[src/rtl/core/sensor_offset_calibrator_macros.svh]
// ----------------------------------------------------------------------------
// Sensor offset calibrator assertion macros
// Shared concurrent check forms used by the calibrator top level.
// ----------------------------------------------------------------------------
`ifndef SENSOR_OFFSET_CALIBRATOR_MACROS_SVH
`define SENSOR_OFFSET_CALIBRATOR_MACROS_SVH

// same-cycle implication, disabled during reset
`define SOC_ASSERT_NOW(label, clk, rst, ante, cons) \
   label: assert property (@(posedge clk) disable iff (rst) (ante) |-> (cons)) \
      else $error("soc check failed");

// next-cycle implication, disabled during reset
`define SOC_ASSERT_NEXT(label, clk, rst, ante, cons) \
   label: assert property (@(posedge clk) disable iff (rst) (ante) |=> (cons)) \
      else $error("soc check failed");

`endif

[src/rtl/core/soc_pkg.sv]
// ----------------------------------------------------------------------------
// Sensor offset calibrator package
// Shared codes, register indexes and lane control types.
// ----------------------------------------------------------------------------
package soc_pkg;

   localparam int SMP_W      = 16;
   localparam int CFG_CNT_W  = 10;
   localparam int CSR_IDX_W  = 3;
   localparam int CSR_DATA_W = 16;

   // request codes
   localparam logic REQ_START  = 1'b0;
   localparam logic REQ_SAMPLE = 1'b1;

   // result status codes
   localparam logic [1:0] ST_WRITE = 2'd0;
   localparam logic [1:0] ST_DONE  = 2'd1;
   localparam logic [1:0] ST_FAIL  = 2'd2;

   // register indexes
   localparam logic [CSR_IDX_W-1:0] REG_MODE        = 3'd0;
   localparam logic [CSR_IDX_W-1:0] REG_FIRST_COUNT = 3'd1;
   localparam logic [CSR_IDX_W-1:0] REG_NEXT_COUNT  = 3'd2;
   localparam logic [CSR_IDX_W-1:0] REG_MAX_ROUNDS  = 3'd3;
   localparam logic [CSR_IDX_W-1:0] REG_Z_TARGET    = 3'd4;
   localparam logic [CSR_IDX_W-1:0] REG_TOLERANCE   = 3'd5;
   localparam logic [CSR_IDX_W-1:0] REG_INIT_DIV    = 3'd6;

   localparam logic MODE_GYRO = 1'b1;

   typedef struct packed {
      logic       clear;
      logic       accum;
      logic       div_mean;
      logic       div_init;
      logic       apply;
      logic       mode;
      logic [7:0] tolerance;
      logic [4:0] idiv;
   } soc_lane_ctrl_type;

   typedef struct packed {
      logic        busy;
      logic        ready;
      logic [15:0] offset;
   } soc_lane_stat_type;

   typedef struct packed {
      logic busy;
      logic all_ready;
   } soc_merge_type;

endpackage

[src/rtl/core/soc_req_if.sv]
// ----------------------------------------------------------------------------
// Request channel interface
// Start or three-axis sample words with valid/ready handshake.
// ----------------------------------------------------------------------------
interface soc_req_if;
   logic                                valid;
   logic                                ready;
   logic                                req_type;
   logic signed [soc_pkg::SMP_W-1:0]    sample_x;
   logic signed [soc_pkg::SMP_W-1:0]    sample_y;
   logic signed [soc_pkg::SMP_W-1:0]    sample_z;

   modport source (output valid, req_type, sample_x, sample_y, sample_z, input ready);
   modport sink   (input valid, req_type, sample_x, sample_y, sample_z, output ready);
endinterface

[src/rtl/core/soc_rsp_if.sv]
// ----------------------------------------------------------------------------
// Response channel interface
// Status and offset words with valid/ready handshake.
// ----------------------------------------------------------------------------
interface soc_rsp_if;
   logic                                valid;
   logic                                ready;
   logic [1:0]                          status;
   logic signed [soc_pkg::SMP_W-1:0]    offset_x;
   logic signed [soc_pkg::SMP_W-1:0]    offset_y;
   logic signed [soc_pkg::SMP_W-1:0]    offset_z;

   modport source (output valid, status, offset_x, offset_y, offset_z, input ready);
   modport sink   (input valid, status, offset_x, offset_y, offset_z, output ready);
endinterface

[src/rtl/core/soc_csr_if.sv]
// ----------------------------------------------------------------------------
// Configuration write interface
// Register index and write data with valid/ready handshake.
// ----------------------------------------------------------------------------
interface soc_csr_if;
   logic                               valid;
   logic                               ready;
   logic [soc_pkg::CSR_IDX_W-1:0]      index;
   logic [soc_pkg::CSR_DATA_W-1:0]     data;

   modport source (output valid, index, data, input ready);
   modport sink   (input valid, index, data, output ready);
endinterface

[src/rtl/core/soc_div.sv]
// ----------------------------------------------------------------------------
// Sequential signed divider
// Restoring division, one quotient bit per cycle, truncates toward zero.
// ----------------------------------------------------------------------------
module soc_div #(
   parameter int DVD_W = 27,
   parameter int DVS_W = 11
) (
   input  logic                    clock,
   input  logic                    reset,
   input  logic                    start,
   input  logic signed [DVD_W-1:0] dividend,
   input  logic [DVS_W-1:0]        divisor,
   output logic                    busy,
   output logic                    done,
   output logic signed [DVD_W-1:0] quotient
);
   localparam int CNT_W = $clog2(DVD_W);
   localparam logic [CNT_W-1:0] LAST = CNT_W'(DVD_W - 1);

   logic             busy_ff, busy_in;
   logic             done_ff, done_in;
   logic [CNT_W-1:0] cnt_ff, cnt_in;
   logic [DVD_W-1:0] quo_ff, quo_in;
   logic [DVS_W-1:0] rem_ff, rem_in;
   logic [DVS_W-1:0] dvs_ff, dvs_in;
   logic             neg_ff, neg_in;
   logic [DVS_W:0]   shifted;
   logic [DVS_W:0]   diff;
   logic             ge;
   logic [DVD_W-1:0] mag;

   assign shifted = {rem_ff, quo_ff[DVD_W-1]};
   assign diff    = shifted - {1'b0, dvs_ff};
   assign ge      = shifted >= {1'b0, dvs_ff};
   assign mag     = dividend[DVD_W-1] ? DVD_W'(-dividend) : DVD_W'(dividend);

   always_comb begin
      busy_in = busy_ff;
      done_in = 1'b0;
      cnt_in  = cnt_ff;
      quo_in  = quo_ff;
      rem_in  = rem_ff;
      dvs_in  = dvs_ff;
      neg_in  = neg_ff;
      if (start) begin
         busy_in = 1'b1;
         cnt_in  = '0;
         quo_in  = mag;
         rem_in  = '0;
         dvs_in  = divisor;
         neg_in  = dividend[DVD_W-1];
      end else if (busy_ff) begin
         quo_in = {quo_ff[DVD_W-2:0], ge};
         rem_in = ge ? diff[DVS_W-1:0] : shifted[DVS_W-1:0];
         cnt_in = cnt_ff + 1'b1;
         if (cnt_ff == LAST) begin
            busy_in = 1'b0;
            done_in = 1'b1;
         end
      end
   end

   always_ff @(posedge clock) begin
      if (reset) begin
         busy_ff <= 1'b0;
         done_ff <= 1'b0;
         cnt_ff  <= '0;
      end else begin
         busy_ff <= busy_in;
         done_ff <= done_in;
         cnt_ff  <= cnt_in;
      end
      quo_ff <= quo_in;
      rem_ff <= rem_in;
      dvs_ff <= dvs_in;
      neg_ff <= neg_in;
   end

   assign busy     = busy_ff;
   assign done     = done_ff;
   assign quotient = neg_ff ? -$signed(quo_ff) : $signed(quo_ff);

endmodule

[src/rtl/core/soc_lane.sv]
// ----------------------------------------------------------------------------
// Calibrator axis lane
// Per-axis sample sum, batch mean, offset and readiness for one axis.
// ----------------------------------------------------------------------------
module soc_lane #(
   parameter int COUNT_BITS = 10
) (
   input  logic                                clock,
   input  logic                                reset,
   input  soc_pkg::soc_lane_ctrl_type          ctrl,
   input  logic [COUNT_BITS:0]                 batch_len,
   input  logic signed [soc_pkg::SMP_W-1:0]    target,
   input  logic signed [soc_pkg::SMP_W-1:0]    sample,
   output soc_pkg::soc_lane_stat_type          stat
);
   import soc_pkg::*;

   localparam int SUM_W = SMP_W + COUNT_BITS + 1;
   localparam int LEN_W = COUNT_BITS + 1;
   localparam int ERR_W = SUM_W + 1;

   logic signed [SUM_W-1:0] sum_ff, sum_in;
   logic signed [SUM_W-1:0] mean_ff, mean_in;
   logic [15:0]             offset_ff, offset_in;
   logic                    ready_ff, ready_in;
   logic                    init_ff, init_in;

   logic signed [SUM_W-1:0] dvd;
   logic [LEN_W-1:0]        dvs;
   logic                    div_busy, div_done;
   logic signed [SUM_W-1:0] quo;

   logic signed [ERR_W-1:0] err, err_adj, diff, step;
   logic [ERR_W-1:0]        mag;
   logic                    in_tol;
   logic [15:0]             moved;

   // error against target, and its one-eighth step toward zero
   // the mean keeps the full sum width: a batch cut short by a lowered count
   // can average more samples than its length
   assign err     = ERR_W'(mean_ff) - ERR_W'(target);
   assign diff    = ERR_W'(target) - ERR_W'(mean_ff);
   assign mag     = err[ERR_W-1] ? ERR_W'(-err) : ERR_W'(err);
   assign in_tol  = mag <= ERR_W'(ctrl.tolerance);
   assign err_adj = err + (err[ERR_W-1] ? ERR_W'(7) : ERR_W'(0));
   assign step    = err_adj >>> 3;
   assign moved   = offset_ff - step[15:0];

   assign dvd = ctrl.div_init ? SUM_W'(diff) : sum_ff;
   assign dvs = ctrl.div_init ? LEN_W'(ctrl.idiv) : batch_len;

   soc_div #(
      .DVD_W (SUM_W),
      .DVS_W (LEN_W)
   ) u_div (
      .clock    (clock),
      .reset    (reset),
      .start    (ctrl.div_mean | ctrl.div_init),
      .dividend (dvd),
      .divisor  (dvs),
      .busy     (div_busy),
      .done     (div_done),
      .quotient (quo)
   );

   always_comb begin
      sum_in    = sum_ff;
      mean_in   = mean_ff;
      offset_in = offset_ff;
      ready_in  = ready_ff;
      init_in   = init_ff;
      if (ctrl.clear) begin
         sum_in    = '0;
         mean_in   = '0;
         offset_in = '0;
         ready_in  = 1'b0;
      end else begin
         if (ctrl.accum) begin
            sum_in = sum_ff + SUM_W'(sample);
         end
         if (ctrl.div_mean) begin
            sum_in  = '0;
            init_in = 1'b0;
         end
         if (ctrl.div_init) begin
            init_in = 1'b1;
         end
         if (div_done) begin
            if (init_ff) begin
               offset_in = quo[15:0];
            end else begin
               mean_in = quo;
            end
         end
         if (ctrl.apply) begin
            if (ctrl.mode == MODE_GYRO) begin
               // a ready gyro axis is frozen
               if (!in_tol && !ready_ff) begin
                  offset_in = moved;
               end else begin
                  ready_in = 1'b1;
               end
            end else begin
               if (!in_tol) begin
                  offset_in = moved;
               end
               ready_in = in_tol;
            end
         end
      end
   end

   always_ff @(posedge clock) begin
      if (reset) begin
         sum_ff    <= '0;
         mean_ff   <= '0;
         offset_ff <= '0;
         ready_ff  <= 1'b0;
         init_ff   <= 1'b0;
      end else begin
         sum_ff    <= sum_in;
         mean_ff   <= mean_in;
         offset_ff <= offset_in;
         ready_ff  <= ready_in;
         init_ff   <= init_in;
      end
   end

   assign stat.busy   = div_busy | div_done;
   assign stat.ready  = ready_ff;
   assign stat.offset = offset_ff;

endmodule

[src/rtl/core/soc_merge.sv]
// ----------------------------------------------------------------------------
// Calibrator lane merge
// Combines the three axis lanes into shared busy and all-ready flags.
// ----------------------------------------------------------------------------
module soc_merge (
   input  soc_pkg::soc_lane_stat_type lane_x,
   input  soc_pkg::soc_lane_stat_type lane_y,
   input  soc_pkg::soc_lane_stat_type lane_z,
   output soc_pkg::soc_merge_type     merged
);
   import soc_pkg::*;

   logic [2:0] ready_vec;
   logic [1:0] nready;

   assign ready_vec = {lane_z.ready, lane_y.ready, lane_x.ready};
   assign nready    = 2'(ready_vec[0]) + 2'(ready_vec[1]) + 2'(ready_vec[2]);

   assign merged.busy      = lane_x.busy | lane_y.busy | lane_z.busy;
   assign merged.all_ready = (ready_vec == 3'b111) && (nready == 2'd3);

endmodule

[src/rtl/core/sensor_offset_calibrator.sv]
// ----------------------------------------------------------------------------
// Sensor offset calibrator
// Three-axis iterative offset calibration sequencer with one lane per axis.
// ----------------------------------------------------------------------------
// Usage:
//   req_bus carries a start word (req_type 0) or a three-axis sample word.
//   rsp_bus returns offsets to write (status write), or the final offsets
//   with status done or failed. csr_bus writes the seven setup registers
//   and is always ready; write it only while no run is in flight.
//   A start word is answered with zero offsets. A sample that does
//   not close a batch gives no word. A sample that closes the first
//   batch makes two passes through each lane's one-bit-per-cycle
//   divider, for the mean and for the initial offset. A sample that
//   closes a correction batch makes one divider pass.
//   All three lanes divide in lockstep.
//   Reset clears the run to idle and loads register defaults; samples
//   arriving while idle are dropped. The response sits in an output
//   register: req_bus.ready is low whenever that register holds a word
//   that is not taken in the same cycle, so a stalled receiver holds off
//   every request word until the output drains.
// ----------------------------------------------------------------------------
`include "sensor_offset_calibrator_macros.svh"

module sensor_offset_calibrator #(
   parameter int COUNT_BITS = 10
) (
   input  logic      clock,
   input  logic      reset,
   soc_req_if.sink   req_bus,
   soc_rsp_if.source rsp_bus,
   soc_csr_if.sink   csr_bus
);
   import soc_pkg::*;

   localparam int LEN_W = COUNT_BITS + 1;
   localparam int CMP_W = (LEN_W > CFG_CNT_W) ? LEN_W : CFG_CNT_W;

   localparam logic [1:0] PH_IDLE  = 2'd0;
   localparam logic [1:0] PH_FIRST = 2'd1;
   localparam logic [1:0] PH_ROUND = 2'd2;

   localparam logic [2:0] SQ_ACCEPT    = 3'd0;
   localparam logic [2:0] SQ_MEAN_GO   = 3'd1;
   localparam logic [2:0] SQ_MEAN_WAIT = 3'd2;
   localparam logic [2:0] SQ_INIT_GO   = 3'd3;
   localparam logic [2:0] SQ_INIT_WAIT = 3'd4;
   localparam logic [2:0] SQ_APPLY     = 3'd5;
   localparam logic [2:0] SQ_DECIDE    = 3'd6;

   // setup registers
   logic                 mode_ff;
   logic [CFG_CNT_W-1:0] first_cnt_ff;
   logic [CFG_CNT_W-1:0] next_cnt_ff;
   logic [5:0]           max_rounds_ff;
   logic signed [15:0]   z_target_ff;
   logic [7:0]           tolerance_ff;
   logic [4:0]           idiv_ff;

   logic [2:0]            seq_ff, seq_in;
   logic [1:0]            phase_ff, phase_in;
   logic [COUNT_BITS-1:0] smp_cnt_ff, smp_cnt_in;
   logic [5:0]            round_ff, round_in;
   logic [LEN_W-1:0]      len_ff, len_in;

   logic                  out_valid_ff, out_valid_in;
   logic [1:0]            out_status_ff, out_status_in;
   logic [15:0]           out_x_ff, out_x_in;
   logic [15:0]           out_y_ff, out_y_in;
   logic [15:0]           out_z_ff, out_z_in;

   logic                  req_accept;
   logic                  running;
   logic [CFG_CNT_W-1:0]  count_sel;
   logic [CMP_W-1:0]      count_ext, lim_ext, len_ext;
   logic                  batch_end;

   soc_lane_ctrl_type     lane_ctrl;
   soc_lane_stat_type     stat_x, stat_y, stat_z;
   soc_merge_type         merged;

   assign csr_bus.ready = 1'b1;

   always_ff @(posedge clock) begin
      if (reset) begin
         mode_ff       <= 1'b0;
         first_cnt_ff  <= CFG_CNT_W'(200);
         next_cnt_ff   <= CFG_CNT_W'(100);
         max_rounds_ff <= 6'd35;
         z_target_ff   <= 16'sd16384;
         tolerance_ff  <= 8'd8;
         idiv_ff       <= 5'd8;
      end else if (csr_bus.valid) begin
         case (csr_bus.index)
            REG_MODE:        mode_ff       <= csr_bus.data[0];
            REG_FIRST_COUNT: first_cnt_ff  <= csr_bus.data[CFG_CNT_W-1:0];
            REG_NEXT_COUNT:  next_cnt_ff   <= csr_bus.data[CFG_CNT_W-1:0];
            REG_MAX_ROUNDS:  max_rounds_ff <= csr_bus.data[5:0];
            REG_Z_TARGET:    z_target_ff   <= csr_bus.data;
            REG_TOLERANCE:   tolerance_ff  <= csr_bus.data[7:0];
            REG_INIT_DIV:    idiv_ff       <= csr_bus.data[4:0];
            default: ;
         endcase
      end
   end

   // batch length: zero means one, clamped to the counter range
   assign running   = (phase_ff == PH_FIRST) || (phase_ff == PH_ROUND);
   assign count_sel = (phase_ff == PH_FIRST) ? first_cnt_ff : next_cnt_ff;
   assign count_ext = CMP_W'(count_sel);
   assign lim_ext   = CMP_W'(1) << COUNT_BITS;
   assign len_ext   = (count_sel == '0) ? CMP_W'(1) :
                      ((count_ext > lim_ext) ? lim_ext : count_ext);
   assign batch_end = !((CMP_W'(smp_cnt_ff) + CMP_W'(1)) < len_ext);

   assign req_bus.ready = (seq_ff == SQ_ACCEPT) && (!out_valid_ff || rsp_bus.ready);
   assign req_accept    = req_bus.valid && req_bus.ready;

   always_comb begin
      seq_in        = seq_ff;
      phase_in      = phase_ff;
      smp_cnt_in    = smp_cnt_ff;
      round_in      = round_ff;
      len_in        = len_ff;
      out_valid_in  = rsp_bus.ready ? 1'b0 : out_valid_ff;
      out_status_in = out_status_ff;
      out_x_in      = out_x_ff;
      out_y_in      = out_y_ff;
      out_z_in      = out_z_ff;

      lane_ctrl           = '0;
      lane_ctrl.mode      = mode_ff;
      lane_ctrl.tolerance = tolerance_ff;
      lane_ctrl.idiv      = (idiv_ff == '0) ? 5'd1 : idiv_ff;

      case (seq_ff)
         SQ_ACCEPT: begin
            if (req_accept) begin
               if (req_bus.req_type == REQ_START) begin
                  lane_ctrl.clear = 1'b1;
                  phase_in        = PH_FIRST;
                  smp_cnt_in      = '0;
                  round_in        = '0;
                  out_valid_in    = 1'b1;
                  out_status_in   = ST_WRITE;
                  out_x_in        = '0;
                  out_y_in        = '0;
                  out_z_in        = '0;
               end else if (running) begin
                  lane_ctrl.accum = 1'b1;
                  if (batch_end) begin
                     smp_cnt_in = '0;
                     len_in     = len_ext[LEN_W-1:0];
                     seq_in     = SQ_MEAN_GO;
                  end else begin
                     smp_cnt_in = smp_cnt_ff + 1'b1;
                  end
               end
            end
         end
         SQ_MEAN_GO: begin
            lane_ctrl.div_mean = 1'b1;
            seq_in             = SQ_MEAN_WAIT;
         end
         SQ_MEAN_WAIT: begin
            if (!merged.busy) begin
               seq_in = (phase_ff == PH_FIRST) ? SQ_INIT_GO : SQ_APPLY;
            end
         end
         SQ_INIT_GO: begin
            lane_ctrl.div_init = 1'b1;
            seq_in             = SQ_INIT_WAIT;
         end
         SQ_INIT_WAIT: begin
            if (!merged.busy) begin
               seq_in = SQ_DECIDE;
            end
         end
         SQ_APPLY: begin
            lane_ctrl.apply = 1'b1;
            seq_in          = SQ_DECIDE;
         end
         SQ_DECIDE: begin
            seq_in        = SQ_ACCEPT;
            out_valid_in  = 1'b1;
            out_status_in = ST_WRITE;
            out_x_in      = stat_x.offset;
            out_y_in      = stat_y.offset;
            out_z_in      = stat_z.offset;
            if (phase_ff == PH_FIRST) begin
               phase_in = PH_ROUND;
               round_in = 6'd1;
               if (max_rounds_ff == '0) begin
                  phase_in      = PH_IDLE;
                  out_status_in = ST_FAIL;
               end
            end else if (merged.all_ready) begin
               phase_in      = PH_IDLE;
               out_status_in = ST_DONE;
            end else if (({1'b0, round_ff} + 7'd1) > {1'b0, max_rounds_ff}) begin
               phase_in      = PH_IDLE;
               out_status_in = ST_FAIL;
            end else begin
               round_in = round_ff + 1'b1;
            end
         end
         default: begin
            seq_in = SQ_ACCEPT;
         end
      endcase
   end

   always_ff @(posedge clock) begin
      if (reset) begin
         seq_ff       <= SQ_ACCEPT;
         phase_ff     <= PH_IDLE;
         smp_cnt_ff   <= '0;
         round_ff     <= '0;
         out_valid_ff <= 1'b0;
      end else begin
         seq_ff       <= seq_in;
         phase_ff     <= phase_in;
         smp_cnt_ff   <= smp_cnt_in;
         round_ff     <= round_in;
         out_valid_ff <= out_valid_in;
      end
      len_ff        <= len_in;
      out_status_ff <= out_status_in;
      out_x_ff      <= out_x_in;
      out_y_ff      <= out_y_in;
      out_z_ff      <= out_z_in;
   end

   soc_lane #(.COUNT_BITS(COUNT_BITS)) u_lane_x (
      .clock     (clock),
      .reset     (reset),
      .ctrl      (lane_ctrl),
      .batch_len (len_ff),
      .target    (16'sd0),
      .sample    (req_bus.sample_x),
      .stat      (stat_x)
   );

   soc_lane #(.COUNT_BITS(COUNT_BITS)) u_lane_y (
      .clock     (clock),
      .reset     (reset),
      .ctrl      (lane_ctrl),
      .batch_len (len_ff),
      .target    (16'sd0),
      .sample    (req_bus.sample_y),
      .stat      (stat_y)
   );

   soc_lane #(.COUNT_BITS(COUNT_BITS)) u_lane_z (
      .clock     (clock),
      .reset     (reset),
      .ctrl      (lane_ctrl),
      .batch_len (len_ff),
      .target    (z_target_ff),
      .sample    (req_bus.sample_z),
      .stat      (stat_z)
   );

   soc_merge u_merge (
      .lane_x (stat_x),
      .lane_y (stat_y),
      .lane_z (stat_z),
      .merged (merged)
   );

   assign rsp_bus.valid    = out_valid_ff;
   assign rsp_bus.status   = out_status_ff;
   assign rsp_bus.offset_x = out_x_ff;
   assign rsp_bus.offset_y = out_y_ff;
   assign rsp_bus.offset_z = out_z_ff;

   // no word taken while the lane dividers run
   `SOC_ASSERT_NOW(a_no_accept_busy, clock, reset, req_accept, !merged.busy)
   // the decision cycle always leaves a word in the output register
   `SOC_ASSERT_NEXT(a_decide_loads, clock, reset, seq_ff == SQ_DECIDE, rsp_bus.valid)
   // a done word only when every axis lane is ready
   `SOC_ASSERT_NOW(a_done_ready, clock, reset,
      rsp_bus.valid && (rsp_bus.status == ST_DONE), merged.all_ready)

endmodule

[src/flat_wrapper.sv]
// flat-port wrapper written by rule: the top's interface ports become plain ports
module sensor_offset_calibrator_flat import soc_pkg::*;
#(
   parameter int COUNT_BITS = 10
)
  (clock, reset, req_bus_valid, req_bus_req_type, req_bus_sample_x, req_bus_sample_y, req_bus_sample_z, req_bus_ready, rsp_bus_valid, rsp_bus_status, rsp_bus_offset_x, rsp_bus_offset_y, rsp_bus_offset_z, rsp_bus_ready, csr_bus_valid, csr_bus_index, csr_bus_data, csr_bus_ready);
  soc_req_if req_bus_i ();
  soc_rsp_if rsp_bus_i ();
  soc_csr_if csr_bus_i ();
  input  logic clock;
  input  logic reset;
  input wire logic [$bits(req_bus_i.valid)-1:0] req_bus_valid;
  input wire logic [$bits(req_bus_i.req_type)-1:0] req_bus_req_type;
  input wire logic [$bits(req_bus_i.sample_x)-1:0] req_bus_sample_x;
  input wire logic [$bits(req_bus_i.sample_y)-1:0] req_bus_sample_y;
  input wire logic [$bits(req_bus_i.sample_z)-1:0] req_bus_sample_z;
  output wire logic [$bits(req_bus_i.ready)-1:0] req_bus_ready;
  output wire logic [$bits(rsp_bus_i.valid)-1:0] rsp_bus_valid;
  output wire logic [$bits(rsp_bus_i.status)-1:0] rsp_bus_status;
  output wire logic [$bits(rsp_bus_i.offset_x)-1:0] rsp_bus_offset_x;
  output wire logic [$bits(rsp_bus_i.offset_y)-1:0] rsp_bus_offset_y;
  output wire logic [$bits(rsp_bus_i.offset_z)-1:0] rsp_bus_offset_z;
  input wire logic [$bits(rsp_bus_i.ready)-1:0] rsp_bus_ready;
  input wire logic [$bits(csr_bus_i.valid)-1:0] csr_bus_valid;
  input wire logic [$bits(csr_bus_i.index)-1:0] csr_bus_index;
  input wire logic [$bits(csr_bus_i.data)-1:0] csr_bus_data;
  output wire logic [$bits(csr_bus_i.ready)-1:0] csr_bus_ready;
  assign req_bus_i.valid = req_bus_valid;
  assign req_bus_i.req_type = req_bus_req_type;
  assign req_bus_i.sample_x = req_bus_sample_x;
  assign req_bus_i.sample_y = req_bus_sample_y;
  assign req_bus_i.sample_z = req_bus_sample_z;
  assign req_bus_ready = req_bus_i.ready;
  assign rsp_bus_valid = rsp_bus_i.valid;
  assign rsp_bus_status = rsp_bus_i.status;
  assign rsp_bus_offset_x = rsp_bus_i.offset_x;
  assign rsp_bus_offset_y = rsp_bus_i.offset_y;
  assign rsp_bus_offset_z = rsp_bus_i.offset_z;
  assign rsp_bus_i.ready = rsp_bus_ready;
  assign csr_bus_i.valid = csr_bus_valid;
  assign csr_bus_i.index = csr_bus_index;
  assign csr_bus_i.data = csr_bus_data;
  assign csr_bus_ready = csr_bus_i.ready;
  sensor_offset_calibrator #(.COUNT_BITS(COUNT_BITS)) u_core (.clock(clock), .reset(reset), .req_bus(req_bus_i), .rsp_bus(rsp_bus_i), .csr_bus(csr_bus_i));
endmodule
[config.mk]
export PLATFORM = sky130hd
export DESIGN_NAME = sensor_offset_calibrator_flat
export DESIGN_NICKNAME = d
export VERILOG_FILES = /design/src/rtl/core/soc_pkg.sv /design/src/rtl/core/soc_req_if.sv /design/src/rtl/core/soc_rsp_if.sv /design/src/rtl/core/soc_csr_if.sv /design/src/rtl/core/soc_div.sv /design/src/rtl/core/soc_lane.sv /design/src/rtl/core/soc_merge.sv /design/src/rtl/core/sensor_offset_calibrator.sv /design/src/flat_wrapper.sv
export VERILOG_INCLUDE_DIRS = /design/src /design/src/rtl/core
export SDC_FILE = /design/constraint.sdc
export NUM_CORES = 2
export LEC_CHECK = 0
export ABC_AREA = 1
export BUFFER_PORTS_ARGS = -buffer_cell sky130_fd_sc_hd__buf_2
export CORE_AREA = 2 2 397 399
export DETAILED_ROUTE_END_ITERATION = 8
export DIE_AREA = 0 0 399 401
export HOLD_SLACK_MARGIN = 0.02
export PLACE_DENSITY = 0.38
export SKIP_CTS_REPAIR_TIMING = 1
export SLEW_MARGIN = 20
export SYNTH_ARGS = -nofsm -noshare
export SYNTH_HDL_FRONTEND = slang
export SYNTH_SLANG_ARGS = --single-unit
[constraint.sdc]
create_clock -name clock -period 7.4 [get_ports clock]
set_input_delay 0.74 -clock clock [delete_from_list [all_inputs] [get_ports clock]]
set_output_delay 0.74 -clock clock [all_outputs]
set_load 0.02 [all_outputs]
Word-level counts from Yosys, hierarchy flattened
Index checks and enable logic that the tools add are counted.
{"block": "classes", "n_bitwise": 12, "muxes": 115, "eq_ne": 33, "reduce_logical": 51, "addsub": 34, "order_cmp": 9}
{"cell": "$mux 27", "count": 15}
{"cell": "$mux 16", "count": 20}
{"cell": "$neg 27->27", "count": 6}
{"cell": "$pmux 16 s2", "count": 3}
{"cell": "$le 28x8->1", "count": 3}
{"cell": "$mux 28", "count": 3}
{"cell": "$add 27x16->27", "count": 3}
{"cell": "$add 19x4->19", "count": 3}
{"cell": "$neg 27->28", "count": 2}
{"cell": "$mux 11", "count": 5}
{"cell": "$sub 1x27->27 const A", "count": 2}
{"cell": "$sub 16x16->16", "count": 3}
{"cell": "$mux 10", "count": 4}
{"cell": "$ge 12x11->1", "count": 3}
{"cell": "$sub 11x11->11", "count": 3}
{"cell": "$mux 3", "count": 10}
{"cell": "$mux 6", "count": 5}
{"cell": "$mux 1", "count": 29}
{"cell": "$mux 2", "count": 14}
{"cell": "$neg 28->28", "count": 1}
{"cell": "$reduce_and 2->1", "count": 14}
{"cell": "$sub 27x16->28", "count": 1}
{"cell": "$sub 16x27->27", "count": 1}
{"cell": "$eq 3x3->1 const B", "count": 7}
{"cell": "other kinds (41)", "count": 94}
{"block": "totals", "reg_bits": 502, "word_cells": 304}

Longest topological paths before layout
{"block": "depth", "ltp_word": 11, "depth_mapped": 41, "depth_no_buf": 38}

Cells and area by module
A second synthesis with hierarchy kept.
{"block": "hier_totals", "cells_unflattened": 8602, "area_unflattened_um2": 53112.2}
{"module": "soc_lane (u_core.u_lane_x ...)", "cells_each": 1924, "area_per_inst_um2": 10830.4, "n_inst": 2, "seq_area_each_um2": 1441.4}
{"module": "soc_div", "cells_each": 694, "area_per_inst_um2": 4752.1, "n_inst": 3, "seq_area_each_um2": 1531.5}
{"module": "soc_lane (u_core.u_lane_z)", "cells_each": 1948, "area_per_inst_um2": 11111.9, "n_inst": 1, "seq_area_each_um2": 1441.4}
{"module": "sensor_offset_calibrator", "cells_each": 717, "area_per_inst_um2": 6039.5, "n_inst": 1, "seq_area_each_um2": 3363.2}
{"module": "soc_merge", "cells_each": 7, "area_per_inst_um2": 43.8, "n_inst": 1, "seq_area_each_um2": 0.0}

Least setup slack after synthesis
OpenSTA, ideal clock, no wires.
{"block": "synth_timing", "kind": "register to register", "startpoint": "register u_core.z_target_ff[15]", "endpoint": "register u_core.u_lane_z.offset_ff[15]", "setup_ns": 0.064, "arrival_time_ns": 5.408, "setup_slack_ns": 1.928, "period_less_slack_ns": 5.472, "path_stages_with_launch": 38, "cell_sequence": "dfxtp_1 -> inv_1 -> ha_1 -> buf_2 -> nand2_1 -> inv_1 -> nand2_1 -> nand2_1 -> a21oi_2 -> nor2_1 -> nor2_1 -> nand2_1 -> nand2_1 -> nand2_2 -> buf_4 -> buf_6 -> ha_1 -> nand3_2 -> [2 not listed] -> nor2_2 -> inv_2 -> nor2_2 -> nand2_1 -> nor4_2 -> and3_1 -> xor2_1 -> ha_1 -> a21o_1 -> a21o_1 -> a221oi_1 -> a21boi_0 -> xor3_1 -> nand3_1 -> nand2_1 -> nor2_1 -> nor2_1 -> nor2_1"}
{"block": "synth_via", "elab_chain_cells": 9}
{"element": "start: declaration", "line_no": "sensor_offset_calibrator.sv:55", "text": "logic signed [15:0] z_target_ff;"}
{"element": "start signal: assignment", "line_no": "sensor_offset_calibrator.sv:98", "text": "REG_Z_TARGET: z_target_ff <= csr_bus.data;"}
{"element": "$sub 27x16->28 (*)", "line_no": "soc_lane.sv:41", "text": "assign err = ERR_W'(mean_ff) - ERR_W'(target);"}
{"element": "$neg 28->28", "line_no": "soc_lane.sv:43", "text": "assign mag = err[ERR_W-1] ? ERR_W'(-err) : ERR_W'(err);"}
{"element": "$mux 28", "line_no": "soc_lane.sv:43"}
{"element": "$le 28x8->1", "line_no": "soc_lane.sv:44", "text": "assign in_tol = mag <= ERR_W'(ctrl.tolerance);"}
{"element": "$logic_not 1->1"}
{"element": "$logic_and 1x1->1", "line_no": "soc_lane.sv:98", "text": "if (!in_tol && !ready_ff) begin"}
{"element": "$mux 16", "line_no": "soc_lane.sv:98"}
{"element": "$mux 16 (*)", "line_no": "soc_lane.sv:96", "text": "if (ctrl.mode == MODE_GYRO) begin"}
{"element": "$mux 16 (*)", "line_no": "soc_lane.sv:95", "text": "if (ctrl.apply) begin"}
{"element": "end signal: assignment", "line_no": "soc_lane.sv:123", "text": "offset_ff <= offset_in;"}
{"element": "end: declaration", "line_no": "soc_lane.sv:24", "text": "logic [15:0] offset_ff, offset_in;"}
Every way passes the cells marked *; elsewhere a longest branch is shown, timed or not.
A chain may end at the register's enable or synchronous reset.

Worst setup path after layout
{"block": "layout_timing", "startpoint": "register u_core.z_target_ff[15]", "endpoint": "register u_core.u_lane_z.offset_ff[14]"}
The elaborated chain is that of the path after synthesis.

==> parameters.txt <==
Parameter                              Value

Drt
  Sum of routed wire length over all layers    155 mm
  WL/cell    18.8 um
  Vias post-DR    39,057
  Post-DRT Antenna Nets    0
  Post-detailed-route via-to-cell ratio    4.73
  Number of remaining DRC errors    0
  Number of DRC violations after detailed-routing iteration 0    2,770
  Pre-antenna DRT Iters    5

Synth
  Flip-flop and latch count after synthesis    500
  Simple-gate share of the synthesized area    0.280
  Main combinational cell family by area after synthesis    simple AND/OR/NAND/NOR gates
  Adder-cell share of the synthesized area    0.0898
  Most frequently used flop master after synthesis    dfxtp_1
  Proportion of synthesized area in mux cells    0.000497
  Synth Area in Compound Gates    0.173
  Synth Area in XOR/XNOR    0.0705
  Number of flops mapped to enable cells by yosys    154
  Synthesized Nets    6,459
  Synth Cell Area    40,300 sq um
  YS warnings    0
  Netlist cell types    67
  Portion of the post-synthesis area used by sequential elements    0.287
  Async set-or-reset flop fraction in the synthesized netlist    0
  Average cell area after synthesis    6.60 sq um
  Synthesized instance count    6,104

Critical path
  Critical path capture point type    register
  Required time at the endpoint of the critical path    7.97 ns
  Type of the worst setup path    register to register
  Crit-path slowest cell    dfxtp_1
  Most common cell type on the critical path    nand2_1
  Worst-path maximum fanout    13
  Delay of the slowest critical-path stage    0.71 ns
  Data arrival time of the critical path    7.15 ns
  Startpoint type of the worst setup path    register

Clock tree
  Buffer levels on the longest clock path    3
  Depth of the CTS H-tree    3
  TritonCTS clock tree    built
  Clock root buffer    clkbuf_16
  Number of clock buffers inserted by TritonCTS    73
  Count of clock tree sinks    500
  Clock-pin slew of the registers on the worst-case setup and hold paths    0.07 ns
  Source-to-sink clock delay at the later pin of the worst-skew pair    0.69 ns

Place
  Area post-placement    43,000 sq um
  I/O Buffers    124
  Worst Setup Slack post-DPL    0.902 ns
  Cell Count Post-Placement    8,117
  Placer congestion estimate    0.884
  HPWL reported at the end of detailed placement    120 mm

Status
  Result of the run    finished clean

Floorplan
  Die height    401 um
  Floorplan row count    145
  Core Footprint    156,000 sq um
  Effective utilization at floorplan    0.259
  I/O pin count    126
  Total Die Area    160,000 sq um
  Die X    399 um

STA
  Post-route clock period utilization    0.889
  Setup violation total in the final timing report    0
  RSZ-0062 raised after global routing    no
  Peak clock frequency supported by timing    152 MHz
  Final clock skew    0.0234 ns
  Final Hold Vio Count    0
  Post-Route Setup TNS    0 ns
  Setup WS post-layout    0.823 ns
  Headroom to the max-slew limit    0.361
  Final number of max-transition violations    0
  Tmin final    6.58 ns
  Slew @ Worst Pin    0.955 ns

Global routing
  GRT overflow    0
  Maximum number of pins on one net before global-route repair    93
  Initial antenna violation count    10
  Global-route wire length before repair    234 mm
  Number of global-route vias before repair    37,485
  GRT Total Usage    0.191

Power and ir drop
  Max IR drop VDD    0.000155 V
  Leakage dissipation    0.0215 uW
  PD cells    185 nW/um^2

Layout
  Most used cells in the layout excluding fill and tap cells    nand2_1, inv_1, nor2_1, o21ai_0, a21oi_1
  Total non-filler cell area in the finished layout    45,400 sq um
  Final net count    6,489
  Most frequent standard cell in the layout excluding fill and tap cells    nand2_1
  Fillers    17,407
  Signed area change from the synthesized netlist to the final layout    12.7%
  Count of non-filler cells in the finished layout    8,254
  Fraction of layout cells with a size suffix above 1    0.0646

Run
  Max-capacitance violation count    0

Min path
  Type of the tightest min-delay check    input pin to register
-- worst paths after layout --
path                                       startpoint                                        to  slack [ns]  cells after the start
setup reg to reg  u_core.z_target_ff[15]$_SDFFE_PP0P_  u_core.u_lane_z.offset_ff[14]$_SDFF_PP0_        0.82                     34
hold reg to reg   u_core.first_cnt_ff[7]$_SDFFE_PP1P_       u_core.first_cnt_ff[7]$_SDFFE_PP1P_        0.45                      2
setup / recovery  u_core.z_target_ff[15]$_SDFFE_PP0P_  u_core.u_lane_z.offset_ff[14]$_SDFF_PP0_        0.82                     34
hold / removal                       csr_bus_data[14]       u_core.z_target_ff[14]$_SDFFE_PP1P_        0.31                      3
-- synth_stat cells, drive strengths merged, types with 2 or more instances --
cell | count | area, sq um
clkinv | 15 | 56.3
o21ai | 612 | 3070
o31ai | 9 | 67.6
or2 | 38 | 238
a21oi | 459 | 2300
o211ai | 40 | 300
fa | 12 | 240
a221oi | 3 | 26.3
o41ai | 5 | 43.8
nor2 | 728 | 2830
and3 | 6 | 37.5
clkbuf | 150 | 563
xnor2 | 81 | 709
nand3 | 354 | 1830
edfxtp | 154 | 4620
nor4 | 20 | 131
xor2 | 241 | 2110
nand3b | 14 | 109
ha | 270 | 3380
o221ai | 9 | 78.8
nor3 | 89 | 472
mux2i | 2 | 20.0
a31oi | 23 | 144
nor3b | 7 | 52.6
o2111ai | 4 | 35.0
a21o | 15 | 113
o22ai | 16 | 100
or4 | 2 | 15.0
o32ai | 2 | 17.5
o21bai | 38 | 285
o21a | 11 | 82.6
nand4 | 80 | 500
dfxtp | 346 | 6930
a21boi | 10 | 75.1
buf | 64 | 354
nand2 | 1337 | 5090
inv | 807 | 3030
a22oi | 2 | 15.0
a211oi | 20 | 150
-- worst max-delay path: cells and delay by family, from the launching register on --
family,cells,cell delay (ns)
DFF,1,0.71
adders and majority gates,3,1.29
buffers and inverters,3,0.59
and+or+nand+nor,20,2.25
xor gates and xnor gates,1,0.19
AOI/OAI and AO/OA,7,1.43
-- area by class of cell --
| cell class | instances | area, sq um | area share |
|---|---|---|---|
| clock inverter | 34 | 415 | 0.00915 |
| multi-input combinational | 4568 | 24800 | 0.546 |
| clock buffer | 101 | 2030 | 0.0448 |
| sequential | 500 | 11600 | 0.254 |
| tap | 2058 | 2570 | 0.0567 |
| antenna | 2 | 5.00 | 0.000110 |
| timing repair buffer | 169 | 958 | 0.0211 |
| inverter | 822 | 3090 | 0.0679 |
-- layer usage --
| layer | share of wire | wire [um] | vias to the layer above | track usage |
|---|---|---|---|---|
| met2 | 0.42 | 64600 | 767 | 0.283 |
| met3 | 0.052 | 8040 | 161 | 0.0280 |
| li1 | - | - | 20134 | - |
| met1 | 0.51 | 78300 | 17989 | 0.281 |
| met5 | 0.00017 | 27 | - | 0 |
| met4 | 0.025 | 3940 | 6 | 0.0567 |
-- metrics by stage --
stage	total power [uW]	hold slack, ns	utilization
5_1_grt	8860	0.342	0.292
3_5_place_dp	4770	0.441	0.276
3_3_place_gp	4770	0.433	0.276
6_report	8390	0.311	0.292
2_1_floorplan	4280	0.415	-
4_1_cts	8530	0.253	0.292
-- registers in the layout, summed over array words and instances (netlist names), 16 cells and up --
signal                        cells
u_core.u_lane_y.u_div.quo_ff     27
u_core.rsp_bus.offset_z          16
u_core.z_target_ff               16
u_core.u_lane_x.u_div.quo_ff     27
u_core.u_lane_y.sum_ff           27
u_core.u_lane_x.offset_ff        16
u_core.rsp_bus.offset_x          16
u_core.u_lane_z.mean_ff          27
u_core.rsp_bus.offset_y          16
u_core.u_lane_x.mean_ff          27
u_core.u_lane_x.sum_ff           27
u_core.u_lane_z.u_div.quo_ff     27
u_core.u_lane_y.mean_ff          27
u_core.u_lane_z.sum_ff           27
u_core.u_lane_z.offset_ff        16
u_core.u_lane_y.offset_ff        16
-- power by group --
| part | leakage, uW | internal [uW] | switching, uW | total (uW) |
|---|---|---|---|---|
| Clock | 0.00120 | 2150 | 1510 | 3670 |
| Sequential | 0.00422 | 2940 | 86.5 | 3020 |
| Combinational | 0.0161 | 564 | 1130 | 1700 |
-- cells by family (layout without fill, tap and decap cells) --
group	after synthesis	count (layout)
adders and majority gates	282	282
and+or+nand+nor	2675	2675
buffers and inverters	1036	1126
xor gates and xnor gates	323	323
DFF	500	500
muxes	2	2
other	1	3
AOI/OAI and AO/OA	1285	1285
Power figures use the tool's default switching activity.
